--- config.mk ---
export PLATFORM = sky130hd
export DESIGN_NAME = vkst_ctrl
export DESIGN_NICKNAME = d
export VERILOG_FILES = /design/src/hdl/vkst_pkg.sv /design/src/hdl/vkst_ctrl.sv
export SDC_FILE = /design/constraint.sdc
export NUM_CORES = 1
export LEC_CHECK = 0
export ABC_AREA = 1
export BUFFER_PORTS_ARGS = -buffer_cell sky130_fd_sc_hd__buf_2
export CAP_MARGIN = 20
export CORE_AREA = 2 2 39 41
export CTS_BUF_LIST = sky130_fd_sc_hd__clkbuf_4 sky130_fd_sc_hd__clkbuf_8
export CTS_CLUSTER_SIZE = 40
export DETAILED_ROUTE_END_ITERATION = 12
export DIE_AREA = 0 0 41 43
export HOLD_SLACK_MARGIN = 0.05
export PLACE_DENSITY = 0.42
export SLEW_MARGIN = 0
export SYNTH_ARGS = -nofsm -noshare
export SYNTH_HDL_FRONTEND = slang
export SYNTH_SLANG_ARGS = --single-unit
--- constraint.sdc ---
create_clock -name clk -period 1.6 [get_ports clk]
set_input_delay 0.48 -clock clk [delete_from_list [all_inputs] [get_ports clk]]
set_output_delay 0.48 -clock clk [all_outputs]
set_load 0.02 [all_outputs]
--- src/hdl/vkst_pkg.sv ---
// Shared constants, codes and control types of the versioned key slot table
`timescale 1ns / 1ps

package vkst_pkg;

  localparam int NUM_KEYS    = 1024;
  localparam int VALUE_W     = 64;
  localparam int IDX_W       = $clog2(NUM_KEYS);
  localparam int CNT_W       = IDX_W + 1;

  localparam int CMD_W       = 2;
  localparam int STATUS_W    = 2;
  localparam int KEY_INDEX_W = 10;
  localparam int VERSION_W   = 32;
  localparam int VALUE_IO_W  = 64;

  localparam int IN_FIELDS_W  = KEY_INDEX_W + VERSION_W + VALUE_IO_W;
  localparam int IN_DATA_W    = ((IN_FIELDS_W + 7) / 8) * 8;
  localparam int OUT_FIELDS_W = STATUS_W + KEY_INDEX_W + VERSION_W + VALUE_IO_W + 1;
  localparam int OUT_DATA_W   = ((OUT_FIELDS_W + 7) / 8) * 8;

  localparam logic [CMD_W-1:0] CMD_CREATE = 2'd0;
  localparam logic [CMD_W-1:0] CMD_DELETE = 2'd1;
  localparam logic [CMD_W-1:0] CMD_SET    = 2'd2;
  localparam logic [CMD_W-1:0] CMD_GET    = 2'd3;

  localparam logic [STATUS_W-1:0] ST_OK      = 2'd0;
  localparam logic [STATUS_W-1:0] ST_NO_KEYS = 2'd1;
  localparam logic [STATUS_W-1:0] ST_INVALID = 2'd2;

  typedef struct packed {
    logic accept;
    logic load_key;
    logic clearing;
    logic exec;
  } vkst_cmd_t;

  typedef struct packed {
    logic create_pop;
    logic clear_last;
    logic out_stall;
  } vkst_stat_t;

endpackage

--- src/hdl/vkst_ctrl.sv ---
// Controller state machine of the versioned key slot table
`timescale 1ns / 1ps

module vkst_ctrl
  import vkst_pkg::*;
(
  input  logic       clk,
  input  logic       rst,
  input  logic       s_tvalid,
  output logic       s_tready,
  input  vkst_stat_t stat,
  output vkst_cmd_t  cmd
);

  localparam logic [2:0] S_CLEAR = 3'd0;
  localparam logic [2:0] S_IDLE  = 3'd1;
  localparam logic [2:0] S_LOAD  = 3'd2;
  localparam logic [2:0] S_READ  = 3'd3;
  localparam logic [2:0] S_EXEC  = 3'd4;

  logic [2:0] state;
  logic [2:0] state_next;

  assign s_tready     = (state == S_IDLE);
  assign cmd.accept   = s_tvalid && s_tready;
  assign cmd.load_key = (state == S_LOAD);
  assign cmd.clearing = (state == S_CLEAR);
  assign cmd.exec     = (state == S_EXEC) && !stat.out_stall;

  always_comb begin
    state_next = state;
    unique case (state)
      S_CLEAR: begin
        if (stat.clear_last) begin
          state_next = S_IDLE;
        end
      end
      S_IDLE: begin
        if (cmd.accept) begin
          state_next = stat.create_pop ? S_LOAD : S_READ;
        end
      end
      S_LOAD: state_next = S_READ;
      S_READ: state_next = S_EXEC;
      S_EXEC: begin
        if (!stat.out_stall) begin
          state_next = S_IDLE;
        end
      end
      default: state_next = S_CLEAR;
    endcase
  end

  always_ff @(posedge clk) begin
    if (rst) begin
      state <= S_CLEAR;
    end else begin
      state <= state_next;
    end
  end

endmodule

Word-level counts from Yosys, hierarchy flattened
Index checks and enable logic that the tools add are counted.
Cells by class
  equal/unequal tests: 7
  reduce and logical (&&, ||, !) cells: 5
  mux-type cells: 5
Operators with widths (number)
  case mux 3 bit (5 select lines): 1
  two-way mux 3 bit: 3
  == test 3 x 2 -> 1 bit, second input constant: 2
  inequality test 2 bit, second input constant: 2
  == test 3 x 1 -> 1 bit, second input constant: 1
  == test 3 bit, second input constant: 1
  logical NOT 3 bit: 1
  AND reduction 3 bit: 1
  logical AND 1 bit: 2
  inequality test 2 x 1 -> 1 bit, second input constant: 1
  logical NOT 1 bit: 1
  two-way mux 1 bit: 1
Word-level totals
  word-level logic and storage cells: 18
  flip-flop bits (word level): 3
  bits of input ports: 6
  output and inout bits: 5

Logic depth before layout (Yosys ltp)
  word-level depth: 4
  gate-level depth with buffers: 6
  gate-level depth less buffers: 6

Least setup slack after synthesis
No wires, ideal clock.
  kind: flip-flop to output port
  start: reg state[1]
  end: out cmd[0] (netlist bit)
  data required time: 1120 ps
  data arrival time: 1006 ps
  path buffers: 0
  stages on the path, launching flop included: 4
  setup slack: 114 ps
  path through: dfxtp_1 nor2_2 inv_1 nor3_1
RTL lines
  start, declared: line vkst_ctrl.sv:21  | logic [2:0] state;
  start signal, assigned: line vkst_ctrl.sv:58  | state <= state_next;
  end, declared: line vkst_ctrl.sv:12  | output vkst_cmd_t cmd

==> metrics.cfg <==
[routing]
wl_per_cell_um = 7.53
drt_first_pass_iters = 2
viasPerCell = 3.63
drt_iter0_drc = 2
wirelength_um = 482
antenna_left = 0
vias = 232
drc_errors = 0

[layout]
largest_register_ffs = 3
drive_above_1_share_pct = 56.3
fin_nets = 55
register_area_um2 = 63.8
postLayoutCellArea_um2 = 337
fin_cells = 64
reg_top3 = state: 3 flops
diodes = 0
syn_to_final_growth_pct = 52.8
multi_input_area_um2 = 129
regMostFlops = state
fillers = 158

[sta]
rsz0062_at_grt = no
fin_ws_ns = 0.0780
fin_crit_ns = 1.52
maxSlewViolCount = 0
fin_crit_sh_pct = 95.1
tightest_slew_ns = 0.140
fin_setup_tns_ns = 0
finalHoldViolCount = 0
maxSlewHeadroom_pct = 90.6
fmax_mhz = 657
fin_worst_skew_ns = 0.00117
setup_viol = 0

[synth]
synth_top_area_share_pct = 27.3
syn_nets = 39
ys_ff_latch = 3
synth_edf_count = 0
yosysMostFrequentCell = inv_1
yosys_most_used_dff = dfxtp_1
synth.distinct_cells = 15
syn_inst = 33
yosysSeqAreaShare_pct = 27.3
synth_common_cells = inv_1 (8), nor2_1 (5), dfxtp_1 (3), nand2_1 (3), nand3_2 (3)
synth_area_leader_cell = dfxtp_1
netlist_area_um2 = 220
syn_avg_cell_area_um2 = 6.67
ys_top_cells_by_area = dfxtp_1 (27%), nand3_2 (14%), inv_1 (14%)
async_flop_share_pct = 0
ys_warn_count = 0

[global_route]
grt_overflow = 0
antenna_found_initial = 0
grt_usage_pct = 6.71
grt_pass1_wl_um = 793
grt_max_degree = 6
grt_pass1_vias = 207

[critical_path]
cp.required_ns = 1.12
worst_setup_path_end_kind = primary output
cp-start-kind = flop
crit_type = flop to primary output
r2r_slack_ns = 0.64
crit_slowest_cell = dfxtp_2
slowest_delay_ns = 0.34
path_delay_family = flip-flops
crit_chain = nor2_2 -> inv_1 -> nor3_1 -> buf_2
crit_arrival_ns = 1.04
critPathMaxFanout = 5
worstPathBufferInverterCount = 2

[floorplan]
die_w_um = 41
core_area_mm2 = 0.00138
rows = 14
ios = 11
fp.dieH_um = 43
fp.dieArea_mm2 = 0.00176
start_util_pct = 15.9

[min_path]
min_path_type = input port to flop

[cts]
tritoncts = yes
clockBufferDepth = 2
hold_buffers = 0
clk_latency_ns = 0.23
cts.reportedPaths.clkPinSlew_ns = 0.04
cts_max_level = 1
cts_root_buf = clkbuf_4
cts_num_sinks = 3
cts-buffers-inserted = 3

[power]
ir_drop_mv = 0.561
power_mw = 0.340
power_density_mw_per_mm2 = 1010
power.leakage_nw = 0.185

[place]
dpl.hpwl_um = 389
placed_cells = 59
place_area_um2 = 290
dp_slack_ns = 0.206
portBuffers = 10
place_congestion = 0.669

[run_status]
status = completed

[run]
cap_violations = 0

==> cell families (layout without fill, tap and decap cells) <==
kind of cell	Yosys count	after routing	share of synthesized area (%)
and+or+nand+nor	19	19	52.8
AOI/OAI and AO/OA	2	2	4.54
DFF	3	3	27.3
buffers and inverters	9	24	15.3
==> per-layer routing <==
metal | share of wire, % | global-route usage (%) | up-vias
met2 | 38 | 7.50 | 8
met4 | 0 | 2.00 | 0
met3 | 8.3 | 4.71 | 0
li1 | - | - | 130
met1 | 54 | 9.90 | 94
met5 | 0 | 0 | -
==> through the flow <==
stage          util, %  hold WS, ns
2_1_floorplan        -        0.486
3_3_place_gp      21.0        0.546
3_5_place_dp      21.0        0.534
4_1_cts           23.7        0.430
5_1_grt           24.3        0.424
6_report          24.3        0.430
==> worst paths after layout <==
check | startpoint | end | cells past startpoint
worst max-delay path | state[1] | cmd[0] | 4
worst min-delay path | rst | state[1] | 2
worst min register to register | state[1] | state[2] | 2
worst max register to register | state[1] | state[0] | 6
==> timing repair <==
action,4_1_cts,5_1_grt
pin swaps,1,1
resized for setup,0,5
setup buffers,1,0
endpoints found under the hold margin,0,0
endpoints found under the setup margin,1,4
==> power breakdown <==
part	switching [mW]	leakage, nW	internal [mW]
Sequential	0.00688	0.0257	0.0829
Combinational	0.0609	0.141	0.0404
Clock	0.0383	0.0184	0.110
==> area by class of cell <==
type | count | area share (%)
Multi-Input combinational cell | 21 | 38.3
Sequential cell | 3 | 19.0
Timing Repair Buffer | 11 | 17.8
Inverter | 9 | 10.0
Clock buffer | 4 | 8.92
Tap cell | 16 | 5.95
==> cells in the final DEF, fill, tap and decap left out <==
| cell type | Yosys | final |
|---|---|---|
| clkbuf_4 | 0 | 4 |
| nor2_2 | 1 | 2 |
| o21ai_0 | 1 | 1 |
| buf_2 | 0 | 9 |
| a21oi_1 | 1 | 1 |
| buf_4 | 0 | 2 |
| nand3_1 | 2 | 2 |
| nand2_1 | 3 | 3 |
| nor3_2 | 1 | 1 |
| inv_2 | 1 | 1 |
| nor2_4 | 1 | 1 |
| nand3b_1 | 1 | 1 |
| nor2_1 | 5 | 4 |
| dfxtp_2 | 0 | 3 |
| nor3_1 | 1 | 1 |
| nand3_2 | 3 | 3 |
| inv_1 | 8 | 8 |
| nand2_2 | 1 | 1 |
Note: power is estimated with default switching activity, not from simulation.
